<file path="config.mk">
export PLATFORM = sky130hd
export DESIGN_NAME = csh_factor_flat
export DESIGN_NICKNAME = d
export VERILOG_FILES = /design/src/rtl/csh_pkg.sv /design/src/rtl/csh_if.sv /design/src/rtl/csh_factor.sv /design/src/flat_wrapper.sv
export SDC_FILE = /design/constraint.sdc
export NUM_CORES = 1
export LEC_CHECK = 0
export ABC_CLOCK_PERIOD_IN_PS = 5200
export BUFFER_PORTS_ARGS = -buffer_cell sky130_fd_sc_hd__buf_2
export CORE_ASPECT_RATIO = 0.6
export CORE_MARGIN = 4
export CORE_UTILIZATION = 39
export DETAILED_ROUTE_END_ITERATION = 16
export SLEW_MARGIN = 10
export SYNTH_ARGS = -nofsm -noshare
export SYNTH_HDL_FRONTEND = slang
export SYNTH_SLANG_ARGS = --single-unit
</file>
<file path="constraint.sdc">
create_clock -name i_clk -period 5.2 [get_ports i_clk]
set_input_delay 1.04 -clock i_clk [delete_from_list [all_inputs] [get_ports i_clk]]
set_output_delay 1.04 -clock i_clk [all_outputs]
set_load 0.01 [all_outputs]
</file>
<file path="src/rtl/csh_pkg.sv">
package csh_pkg;

    // Fixed field widths
    localparam int PIX_W      = 8;
    localparam int NUM_BINS   = 256;
    localparam int BIN_AW     = 8;
    localparam int FACTOR_W   = 9;
    localparam int OUT_CNT_W  = 24;
    localparam int CFG_IDX_W  = 4;
    localparam int CFG_DATA_W = 8;

    // Result queue
    localparam int FIFO_DEPTH = 4;
    localparam int FIFO_AW    = 2;

    // Register indexes
    localparam logic [CFG_IDX_W-1:0] REG_LOWER = 4'd0;
    localparam logic [CFG_IDX_W-1:0] REG_UPPER = 4'd1;

    // Command codes
    localparam logic CMD_PIXEL = 1'b0;
    localparam logic CMD_READ  = 1'b1;

    typedef logic [PIX_W-1:0] t_pix;

    // Window and factor as seen by the datapath
    typedef struct packed {
        t_pix                lower;
        t_pix                upper;
        logic [FACTOR_W-1:0] factor;
        logic                busy;
    } t_stretch_cfg;

    // One queued result word
    typedef struct packed {
        t_pix                 gray;
        logic [OUT_CNT_W-1:0] count;
    } t_result;

endpackage

</file>
<file path="src/rtl/csh_if.sv">


interface csh_cfg_if;
    logic       valid;
    logic       ready;
    logic [3:0] index;
    logic [7:0] data;

    modport source (output valid, index, data, input ready);
    modport sink   (input valid, index, data, output ready);
endinterface

</file>
<file path="src/rtl/csh_factor.sv">
module csh_factor
    import csh_pkg::*;
#(
    parameter int SCALE_MAX = 255
) (
    input  logic         i_clk,
    input  logic         i_rst_n,
    csh_cfg_if.sink      i_cfg,
    output t_stretch_cfg o_cfg
);

    localparam logic [FACTOR_W-1:0] DIVIDEND     = FACTOR_W'(SCALE_MAX);
    localparam logic [FACTOR_W-1:0] RESET_FACTOR = FACTOR_W'(SCALE_MAX / 255);
    localparam logic [3:0]          LAST_STEP    = 4'(FACTOR_W - 1);

    t_pix                r_lower, n_lower;
    t_pix                r_upper, n_upper;
    logic [FACTOR_W-1:0] r_factor, n_factor;
    logic                r_busy, n_busy;
    logic [3:0]          r_step, n_step;
    logic [FACTOR_W-1:0] r_rem, n_rem;
    logic [FACTOR_W-1:0] r_quo, n_quo;
    t_pix                r_div, n_div;

    logic                wr;
    logic [FACTOR_W-1:0] shifted;
    logic                ge;

    assign i_cfg.ready = 1'b1;
    assign wr = i_cfg.valid && (i_cfg.index == REG_LOWER || i_cfg.index == REG_UPPER);

    // One quotient bit per cycle, restoring division
    assign shifted = {r_rem[FACTOR_W-2:0], r_quo[FACTOR_W-1]};
    assign ge      = shifted >= {1'b0, r_div};

    always_comb begin
        n_lower  = r_lower;
        n_upper  = r_upper;
        n_factor = r_factor;
        n_busy   = r_busy;
        n_step   = r_step;
        n_rem    = r_rem;
        n_quo    = r_quo;
        n_div    = r_div;
        if (wr) begin
            if (i_cfg.index == REG_LOWER) begin
                n_lower = i_cfg.data;
            end else begin
                n_upper = i_cfg.data;
            end
            // Start a new division, or take the empty window at once
            if (n_upper > n_lower) begin
                n_busy = 1'b1;
                n_step = '0;
                n_rem  = '0;
                n_quo  = DIVIDEND;
                n_div  = n_upper - n_lower;
            end else begin
                n_busy   = 1'b0;
                n_factor = '0;
            end
        end else if (r_busy) begin
            n_rem  = ge ? (shifted - {1'b0, r_div}) : shifted;
            n_quo  = {r_quo[FACTOR_W-2:0], ge};
            n_step = r_step + 4'd1;
            if (r_step == LAST_STEP) begin
                n_factor = n_quo;
                n_busy   = 1'b0;
            end
        end
    end

    always_ff @(posedge i_clk) begin
        if (!i_rst_n) begin
            r_lower  <= '0;
            r_upper  <= '1;
            r_factor <= RESET_FACTOR;
            r_busy   <= 1'b0;
            r_step   <= '0;
        end else begin
            r_lower  <= n_lower;
            r_upper  <= n_upper;
            r_factor <= n_factor;
            r_busy   <= n_busy;
            r_step   <= n_step;
        end
        r_rem <= n_rem;
        r_quo <= n_quo;
        r_div <= n_div;
    end

    assign o_cfg.lower  = r_lower;
    assign o_cfg.upper  = r_upper;
    assign o_cfg.factor = r_factor;
    assign o_cfg.busy   = r_busy;

endmodule

</file>
<file path="src/flat_wrapper.sv">
// flat-port wrapper written by rule: the top's interface ports become plain ports
module csh_factor_flat import csh_pkg::*;
#(
    parameter int SCALE_MAX = 255
)
  (i_clk, i_rst_n, o_cfg, i_cfg_valid, i_cfg_index, i_cfg_data, i_cfg_ready);
  csh_cfg_if i_cfg_i ();
  input  logic i_clk;
  input  logic i_rst_n;
  output t_stretch_cfg o_cfg;
  input wire logic [$bits(i_cfg_i.valid)-1:0] i_cfg_valid;
  input wire logic [$bits(i_cfg_i.index)-1:0] i_cfg_index;
  input wire logic [$bits(i_cfg_i.data)-1:0] i_cfg_data;
  output wire logic [$bits(i_cfg_i.ready)-1:0] i_cfg_ready;
  assign i_cfg_i.valid = i_cfg_valid;
  assign i_cfg_i.index = i_cfg_index;
  assign i_cfg_i.data = i_cfg_data;
  assign i_cfg_ready = i_cfg_i.ready;
  csh_factor #(.SCALE_MAX(SCALE_MAX)) u_core (.i_clk(i_clk), .i_rst_n(i_rst_n), .i_cfg(i_cfg_i), .o_cfg(o_cfg));
endmodule
</file>
==> results.ini, run 1 <==
[outcome]
outcome = complete, no violations

[power]
pwr-share-clk_pct = 37.2
seqPwrFrac_pct = 49.4
combPwrFrac_pct = 13.4
power_switching_uw = 252
powerDensity_nw_per_um2 = 276
ir_drop_v = 0.000154
p_leak_nw = 1.47
p_int_uw = 709
swShare_pct = 26.3

[clock_tree]
clock-sinks = 55
cts_resized = 0
cts_setup_buffers = 0
insertion_delay_ns = 0.30
clk_pin_slew_ns = 0.08
clockBufferDepth = 2
cts_tree = done
root_buffer = clkbuf_16
numCtsBuffers = 5
cts_max_level = 2
hold_buffers = 0

[logic_synthesis]
yosysSeqAreaShare_pct = 44.5
avgSynthCellArea_um2 = 10.1
synth_compound_area_share_pct = 16.5
synth.area.top_cells = edfxtp_1 (25%), dfxtp_1 (20%), ha_1 (7.4%)
synth_edf_count = 25
netlist_instances = 301
synthXorXnorAreaFrac_pct = 2.31
ys_ff_latch = 55
syn-num-nets = 336
yosysTopAreaCellShare_pct = 24.7
synthArstFlopShare_pct = 0
netlist_area_um2 = 3040
synthMuxAreaShare_pct = 5.94
synth_fa_ha_area_share_pct = 8.74
ys_warn_count = 0
yosys.area.top_type = edfxtp_1
yosys.area_share.simple_pct = 17.4
synth_top_family_by_area = simple AND/OR/NAND/NOR gates
ys_types = 50
synth_flop_cell = dfxtp_1

[timing]
final_hold_viol_count = 0
slew_viol_final = 0
setup_viol = 0
min_period_ns = 4.25
rsz0062_at_grt = no
timing.fmax_mhz = 235
slew_headroom_pct = 47.7
worst_slew_pin_slew_ns = 0.785
fin_setup_tns_ns = 0
fin_crit_sh_pct = 81.7
fin_skew_ns = 0.00948

[floorplanning]
core_um2 = 7420
dieArea_um2 = 9300
ios = 42
initial_utilization_pct = 40.9
chipWidth_um = 122
die_h_um = 76.3
core.rowCount = 24

[setup_path]
critPathLaunch = i_cfg_index[1]
reg2reg_setup_slack_ns = 2.18
worstSetupPathType = in2reg
path_cells = buf_2 > nor4_4 > mux2i_1 > ha_1 > inv_1 > fa_1 > a21o_1 > a21oi_1 > nor2_1 > o31a_1 > nand2b_1
crit_family = simple AND/OR/NAND/NOR gates
critPathRequiredTime_ns = 5.09
critPathMaxStageDelay_ns = 0.56
crit_buf_inv = 2
worstReg2RegStart = u_core.r_upper[0]
cp-start-kind = primary input
crit_slowest_cell = nor4_4
r2r-end = u_core.r_rem[1]
cp.depth = 11
r2r_cells = 9
endpoint = u_core.r_rem[1]
cp-end-kind = flip-flop
crit_path_max_fanout = 17
cp.arrival_ns = 4.13

[grt]
grt_pass1_vias = 2181
antenna_found_initial = 0
grt_max_degree = 36
grt.overflow.total = 0
grt_use_total_pct = 15.0
grt_pass1_wl_mm = 11.2

[cells_and_area]
diodes = 0
fin_util_pct = 47.0
stdcell_area_um2 = 3480
area_growth_pct = 14.8
drive_gt1_share_pct = 19.2
fin_nets = 372

[routing]
vias = 2344
drt-initial-drc-count = 107
avgViaCountPerCell = 5.30
antenna_left = 0
drc = 0
routed_wl_mm = 6.72
wl_per_cell_um = 15.2
drt_pass1_iterations = 4

[hold_path]
hold_path_class = reg2reg

[placement]
gp_congestion = 0.810
hpwlAfterDp_mm = 5.00
portBuffers = 40
place_area_um2 = 3330

[flow_run]
max_cap_viol_count = 0

-- synth_stat cells, types with 5 or more instances --
master,number
a211oi_1,5
ha_1,18
inv_1,14
dfxtp_1,30
clkbuf_1,10
a32o_1,7
nand2b_1,10
xnor2_1,6
nor3_1,5
a21oi_1,12
o21ai_0,8
o211a_1,8
nand3_1,17
nor2_1,14
mux2_2,8
mux2i_1,9
nor2b_1,7
edfxtp_1,25
nand2_1,33
-- cell families (layout without fill, tap and decap cells) --
family          after synthesis  in the layout
compound gates               67             67
xor+xnor                      8              8
fa+ha+maj                    20             20
buf+inv                      29             66
flops                        55             55
mux                          17             17
other cells                   1              1
simple gates                104            104
-- how the worst min path moves through the flow --
stage | start | end | slack (ns) | cells past startpoint
3_5_place_dp | u_core.r_factor[8] | u_core.r_factor[8] | 0.46 | 2
2_1_floorplan | u_core.r_quo[0] | u_core.r_factor[1] | 0.45 | 1
4_1_cts | u_core.r_factor[8] | u_core.r_factor[8] | 0.48 | 2
6_report | u_core.r_factor[8] | u_core.r_factor[8] | 0.47 | 2
3_3_place_gp | u_core.r_factor[8] | u_core.r_factor[8] | 0.44 | 2
5_1_grt | u_core.r_factor[8] | u_core.r_factor[8] | 0.49 | 2
-- registers in the layout (all words and copies together) (netlist names) --
| signal | cells |
|---|---|
| u_core.r_factor | 9 |
| u_core.r_quo | 9 |
| u_core.r_div | 8 |
| u_core.r_lower | 8 |
| u_core.r_rem | 8 |
| u_core.r_upper | 8 |
| u_core.r_step | 4 |
| u_core.r_busy | 1 |
-- final cells by class --
class / count / area, um2
Timing Repair Buffer: 44 / 230
Sequential cell: 55 / 1350
Clock inverter: 3 / 31.3
Tap cell: 104 / 130
Multi-Input combinational cell: 217 / 1560
Inverter: 14 / 52.6
Clock buffer: 5 / 125
Fill cell: 715 / 3930
-- layout by cell type (no fill, tap or decap), drive strengths merged, types with 4 or more instances in the layout --
master	instances
a211oi	5
a21oi	12
a32o	7
buf	44
clkbuf	5
dfxtp	30
edfxtp	25
ha	18
inv	16
mux2	8
mux2i	9
nand2	33
nand2b	10
nand3	17
nor2	14
nor2b	7
nor3	6
o211a	8
o21ai	8
o22ai	4
xnor2	6
-- power by group through the flow --
| stage | clock network [mW] | logic (mW) | registers [mW] |
|---|---|---|---|
| 2_1_floorplan | 0 | 0.0916 | 0.485 |
| 3_3_place_gp | 0 | 0.126 | 0.485 |
| 3_5_place_dp | 0 | 0.128 | 0.484 |
| 4_1_cts | 0.366 | 0.128 | 0.475 |
| 5_1_grt | 0.386 | 0.145 | 0.476 |
| 6_report | 0.358 | 0.128 | 0.475 |
-- metrics by stage --
stage	hold slack, ns	setup slack (ns)	cells	total power [mW]
finish	0.473	0.953	442	0.961
CTS	0.476	0.943	442	0.969
detailed placement	0.455	0.646	434	0.612
global placement	0.444	0.771	434	0.611
floorplan	0.451	0.710	301	0.576
global route	0.494	0.679	442	1.01
-- layer usage --
metal  vias up  track usage [%]  part of all wire [%]
met4         0             3.36                   1.0
met5         -                0                     0
met3         7             3.71                   5.6
li1       1182                -                     -
met1      1095             24.7                    57
met2        60             18.8                    36
-- worst min-delay path, cell delays in order, from the launching register on --
cell	delay (ns)
dfxtp_1	0.31
nand2_1	0.05
mux2i_1	0.06
Power figures use the tool's default switching activity.
==> run 2, diff against run 1 <==
Settings changed: ABC_CLOCK_PERIOD_IN_PS 5200 to 3600.
Clock period 5.2 ns to 3.6 ns, I/O delays scaled along.
==> run 2 against run 1 <==
Compared with the run above:
- global-route usage increased by 0.85 points
- final area is 1.2% higher
- die area stayed put
- combinational power increased by 53%
- flip-flop and latch count is the same
- largest power group unchanged
- sequential share of layout area fell by 0.45 points
- clock skew fell by 0.0043 ns
- worst setup slack worse by 0.70 ns
==> results.ini, run 2 (synthesis gave the netlist of run 1 again) <==
[clock_tree]
hold_buffers = 0  ; unchanged
clockBufferDepth = 2  ; unchanged
root_buffer = clkbuf_16  ; unchanged
numCtsBuffers = 5  ; unchanged
clk_pin_slew_ns = 0.07  ; was 0.08 ns
cts_max_level = 2  ; unchanged
clock-sinks = 55  ; unchanged
cts_resized = 0  ; unchanged
insertion_delay_ns = 0.30  ; about the same
cts_setup_buffers = 0  ; unchanged
cts_tree = done  ; unchanged

[routing]
drc = 0  ; unchanged
routed_wl_mm = 6.98  ; was 6.72 mm
avgViaCountPerCell = 5.45  ; was 5.30
vias = 2430  ; was 2,344
wl_per_cell_um = 15.7  ; was 15.2 um
antenna_left = 0  ; unchanged
drt-initial-drc-count = 138  ; was 107
drt_pass1_iterations = 4  ; unchanged

[floorplanning]
die_h_um = 76.3  ; unchanged
initial_utilization_pct = 40.9  ; unchanged
ios = 42  ; unchanged
core.rowCount = 24  ; unchanged
dieArea_um2 = 9300  ; unchanged
core_um2 = 7420  ; unchanged
chipWidth_um = 122  ; unchanged

[setup_path]
cp.arrival_ns = 3.54  ; was 4.13 ns
critPathLaunch = i_cfg_index[2]  ; was i_cfg_index[1]
crit_path_max_fanout = 8  ; was 17
cp-end-kind = flip-flop  ; unchanged
cp-start-kind = primary input  ; unchanged
worstSetupPathType = in2reg  ; unchanged
critPathRequiredTime_ns = 3.79  ; was 5.09 ns
worstReg2RegStart = u_core.r_upper[0]  ; unchanged

[power]
ir_drop_v = 0.000165  ; was 0.000154 V
powerDensity_nw_per_um2 = 391  ; was 276 nW/um2
p_leak_nw = 1.48  ; was 1.47 nW

[timing]
final_hold_viol_count = 0  ; unchanged
timing.fmax_mhz = 299
min_period_ns = 3.35
slew_headroom_pct = 53.0  ; was 47.7%
fin_skew_ns = 0.00520  ; was 0.00948 ns
setup_viol = 0  ; unchanged
worst_slew_pin_slew_ns = 0.701  ; was 0.785 ns
fin_crit_sh_pct = 93.0
slew_viol_final = 0  ; unchanged
rsz0062_at_grt = no  ; unchanged

[placement]
hpwlAfterDp_mm = 5.18  ; was 5.00 mm
gp_congestion = 0.855  ; was 0.810
portBuffers = 40  ; unchanged
place_area_um2 = 3380  ; was 3330 um2

[grt]
grt_pass1_vias = 2209  ; was 2,181
antenna_found_initial = 0  ; unchanged
grt.overflow.total = 0  ; unchanged
grt_use_total_pct = 15.8  ; was 15.0%
grt_pass1_wl_mm = 11.7  ; was 11.2 mm
grt_max_degree = 36  ; unchanged

[flow_run]
max_cap_viol_count = 0  ; unchanged

[hold_path]
hold_path_class = reg2reg  ; unchanged
hold_path_startpoint = u_core.r_factor[8]  ; unchanged

[cells_and_area]
layout_common_cells = buf_2 (40), nand2_1 (33), dfxtp_1 (30), edfxtp_1 (25)  ; was buf_2 (40), nand2_1 (33), dfxtp_1 (30), edfxtp_1 (25), ha_1 (18)
fin_nets = 376  ; was 372
stdcell_area_um2 = 3530  ; was 3480 um2
fillers = 726  ; was 715
layout_commonest_cell = buf_2  ; unchanged
drive_gt1_share_pct = 21.6  ; was 19.2%
diodes = 0  ; unchanged
top_regs = u_core.r_factor: 9 flops, u_core.r_quo: 9 flops  ; unchanged
fin_util_pct = 47.5  ; was 47.0%
area_growth_pct = 16.2  ; was 14.8%

[outcome]
outcome = complete, no violations  ; unchanged

==> run 2: worst max-delay path, stage by stage <==
cell and delay (ns):
buf_2 0.13, nor4_4 0.25, buf_4 0.20, mux2i_1 0.28
ha_2 0.24, inv_1 0.05, fa_2 0.36, a21o_1 0.18
a21oi_2 0.15, nor2_1 0.09, o41a_1 0.56, a32o_1 0.32
==> run 2: report_power, final <==
part           switching (mW)  internal, mW  total [mW]
Clock                   0.235         0.261       0.496
Sequential             0.0101         0.676       0.686
Combinational           0.111        0.0842       0.196
==> run 2: layout make-up <==
type	count	area, um2	area share [%]
Tap cell	104	130	3.69
Multi-Input combinational cell	217	1580	44.9
Clock inverter	3	25.0	0.710
Timing Repair Buffer	48	260	7.38
Inverter	14	52.6	1.49
Clock buffer	5	125	3.55
Sequential cell	55	1350	38.3
==> run 2: metrics by stage <==
| stage | setup WS, ns | setup TNS (ns) | power (mW) | cells | hold slack (ns) |
|---|---|---|---|---|---|
| final | 0.254 | 0 | 1.38 | 446 | 0.469 |
| after CTS | 0.263 | 0 | 1.39 | 446 | 0.470 |
| after global routing | 0.107 | 0 | 1.44 | 446 | 0.492 |
| after detailed placement | -0.0454 | -0.292 | 0.894 | 438 | 0.449 |
| after global placement | 0.0356 | 0 | 0.890 | 438 | 0.449 |
| after floorplan | 0.0278 | 0 | 0.835 | 301 | 0.451 |
==> run 2: final timing paths <==
check,slack (ns),depth (start not counted),endpoint
hold reg to reg,0.47,2,u_core.r_factor[8]
setup reg to reg,1.00,9,u_core.r_factor[6]
setup / recovery,0.25,12,u_core.r_factor[6]
hold / removal,0.47,2,u_core.r_factor[8]
==> run 2: routing by layer <==
layer / GRT usage, % / routed length, um / vias up
met3: 3.86 / 430 / 8
met4: 4.47 / 85 / 0
met5: 0 / 0 / -
li1: - / - / 1193
met2: 19.6 / 2600 / 72
met1: 26.1 / 3870 / 1157
==> run 3, diff against run 2 <==
Settings changed: BUFFER_PORTS_ARGS -buffer_cell sky130_fd_sc_hd__buf_2 to -buffer_cell sky130_fd_sc_hd__buf_4, CORE_UTILIZATION 39 to 40, PLACE_DENSITY from default to 0.59.
==> run 3 against run 2 <==
Compared with the run above:
- final area grew 2.9%
- flip-flop and latch count is the same
- worst setup slack gained 0.077 ns
- largest power group unchanged
- wire length shrank 0.32%
- largest cell class unchanged
- highest routed layer unchanged
==> results.ini, run 3 (synthesis gave the netlist of run 1 again) <==
[routing]
vias = 2388  ; was 2,430
drc = 0  ; unchanged
wl_per_cell_um = 15.6  ; was 15.7 um
drt-initial-drc-count = 163  ; was 138
avgViaCountPerCell = 5.34  ; was 5.45
routed_wl_mm = 6.96  ; was 6.98 mm
drt_pass1_iterations = 5  ; was 4
antenna_left = 0  ; unchanged

[setup_path]
r2r-end = u_core.r_rem[5]  ; was u_core.r_factor[6]
crit_slowest_cell = o41a_1  ; unchanged
worstSetupPathType = in2reg  ; unchanged
cp-end-kind = flip-flop  ; unchanged
path_cells = buf_4 > nor4_4 > buf_4 > mux2i_1 > ha_2 > inv_1 > fa_2 > a21o_1 > a21oi_2 > nor2_1 > o41a_1 > a32o_1  ; was buf_2 > nor4_4 > buf_4 > mux2i_1 > ha_2 > inv_1 > fa_2 > a21o_1 > a21oi_2 > nor2_1 > o41a_1 > a32o_1
r2r_cells = 6  ; was 9
reg2reg_setup_slack_ns = 1.00  ; about the same
crit_path_max_fanout = 8  ; unchanged
worst_path_most_repeated_cell = buf_4
worstReg2RegStart = u_core.r_rem[0]  ; was u_core.r_upper[0]
cp.arrival_ns = 3.46  ; was 3.54 ns
cp-start-kind = primary input  ; unchanged
critPathRequiredTime_ns = 3.79  ; about the same
critPathMaxStageDelay_ns = 0.56  ; about the same

[timing]
setup_viol = 0  ; unchanged
fin_setup_tns_ns = 0  ; unchanged
min_period_ns = 3.27  ; was 3.35 ns
final_hold_viol_count = 0  ; unchanged
rsz0062_at_grt = no  ; unchanged
timing.fmax_mhz = 306  ; was 299 MHz
hold_ws_ns = 0.472  ; was 0.469 ns
slew_headroom_pct = 50.7  ; was 53.0%
slew_viol_final = 0  ; unchanged
fin_skew_ns = 0.00990  ; was 0.00520 ns
fin_crit_sh_pct = 90.8  ; was 93.0%
worst_slew_pin_slew_ns = 0.736  ; was 0.701 ns

[cells_and_area]
drive_gt1_share_pct = 21.6  ; about the same
layout_common_cells = buf_4 (49), nand2_1 (33), dfxtp_1 (30), edfxtp_1 (25)  ; was buf_2 (40), nand2_1 (33), dfxtp_1 (30), edfxtp_1 (25)
layout_commonest_cell = buf_4  ; was buf_2
fillers = 720  ; was 726
diodes = 0  ; unchanged
area_growth_pct = 19.5  ; was 16.2%
fin_nets = 377  ; was 376
top_regs = u_core.r_factor: 9 flops, u_core.r_quo: 9 flops  ; unchanged

[clock_tree]
insertion_delay_ns = 0.30  ; about the same
cts_resized = 0  ; unchanged
cts_setup_buffers = 0  ; unchanged
cts_tree = done  ; unchanged
clk_pin_slew_ns = 0.07  ; about the same
numCtsBuffers = 5  ; unchanged
clockBufferDepth = 2  ; unchanged
cts_max_level = 2  ; unchanged
clock-sinks = 55  ; unchanged
root_buffer = clkbuf_16  ; unchanged
hold_buffers = 0  ; unchanged

[hold_path]
whs_path_depth = 2  ; unchanged
hold_path_class = reg2reg  ; unchanged
hold_path_startpoint = u_core.r_factor[8]  ; unchanged
min_to = u_core.r_factor[8]  ; unchanged

[flow_run]
max_cap_viol_count = 0  ; unchanged

[floorplanning]
core.rowCount = 24  ; unchanged
core_um2 = 7330  ; was 7420 um2
chipWidth_um = 120  ; was 122 um
die_h_um = 75.5  ; was 76.3 um
dieArea_um2 = 9090  ; was 9300 um2
initial_utilization_pct = 41.4  ; was 40.9%
ios = 42  ; unchanged

[power]
total_power_mw = 1.37  ; was 1.38 mW
p_leak_nw = 1.51  ; was 1.48 nW
ir_drop_v = 0.000161  ; was 0.000165 V
powerDensity_nw_per_um2 = 378  ; was 391 nW/um2

[outcome]
outcome = complete, no violations  ; unchanged

[grt]
antenna_found_initial = 0  ; unchanged
grt_pass1_wl_mm = 11.8  ; was 11.7 mm
grt_use_total_pct = 16.5  ; was 15.8%
grt_max_degree = 36  ; unchanged
grt_pass1_vias = 2317  ; was 2,209
grt.overflow.total = 0  ; unchanged

[placement]
gp_congestion = 0.810  ; was 0.855
portBuffers = 40  ; unchanged
hpwlAfterDp_mm = 5.19  ; was 5.18 mm

[run 3: cell count changes in the layout (fill, tap and decap cells not counted), sizes merged]
cell / previous run / this run
buf: 48 / 49
[run 3: per-layer routing]
layer  share of wire, %  up-vias  GRT usage, %
met2                 38       65          23.5
met3                6.0        5          4.15
met1                 55     1127          25.1
met5                  0        -             0
li1                   -     1191             -
met4               0.70        0          3.39
[run 3: layout make-up]
cell class	count	area (um2)	area share [%]
Clock buffer	5	125	3.45
Clock inverter	3	20.0	0.552
Inverter	14	52.6	1.45
Multi-Input combinational cell	217	1580	43.6
Sequential cell	55	1350	37.2
Tap cell	104	130	3.59
Timing Repair Buffer	49	368	10.1
[run 3: worst max-delay path by stage]
| stage | startpoint | cells after the start | to |
|---|---|---|---|
| after detailed placement | i_cfg_index[2] | 12 | u_core.r_factor[6] |
| after global placement | i_cfg_index[2] | 12 | u_core.r_factor[5] |
| after global routing | i_cfg_index[2] | 12 | u_core.r_factor[4] |
| final | i_cfg_index[2] | 12 | u_core.r_factor[6] |
| after CTS | i_cfg_index[2] | 12 | u_core.r_factor[6] |
| after floorplan | i_cfg_index[2] | 11 | u_core.r_quo[0] |
[run 3: metrics by stage]
step                worst slack [ns]  instances  instance area, um2  utilization, %
floorplan                     0.0278        301                3070               -
global placement              0.0760        439                3480            47.5
detailed placement          0.000669        439                3480            47.5
CTS                            0.315        447                3630            49.5
global route                   0.157        447                3630            49.5
finish                         0.331        447                3630            49.5
[run 3: report_power, final]
| part | internal [mW] | leakage (nW) | total [mW] | switching [mW] |
|---|---|---|---|---|
| combinational | 0.0929 | 0.971 | 0.204 | 0.111 |
| clock | 0.257 | 0.0674 | 0.483 | 0.226 |
| sequential | 0.676 | 0.470 | 0.686 | 0.0105 |
| total | 1.03 | 1.51 | 1.37 | 0.347 |
[run 3: worst max-delay path, delay by kind of cell]
family | cells | cell delay (ns)
adder cells (fa/ha/maj) | 2 | 0.56
buffers and inverters | 3 | 0.37
multiplexers | 1 | 0.25
AND/OR/NAND/NOR | 2 | 0.33
AO/OA/AOI/OAI | 4 | 1.22
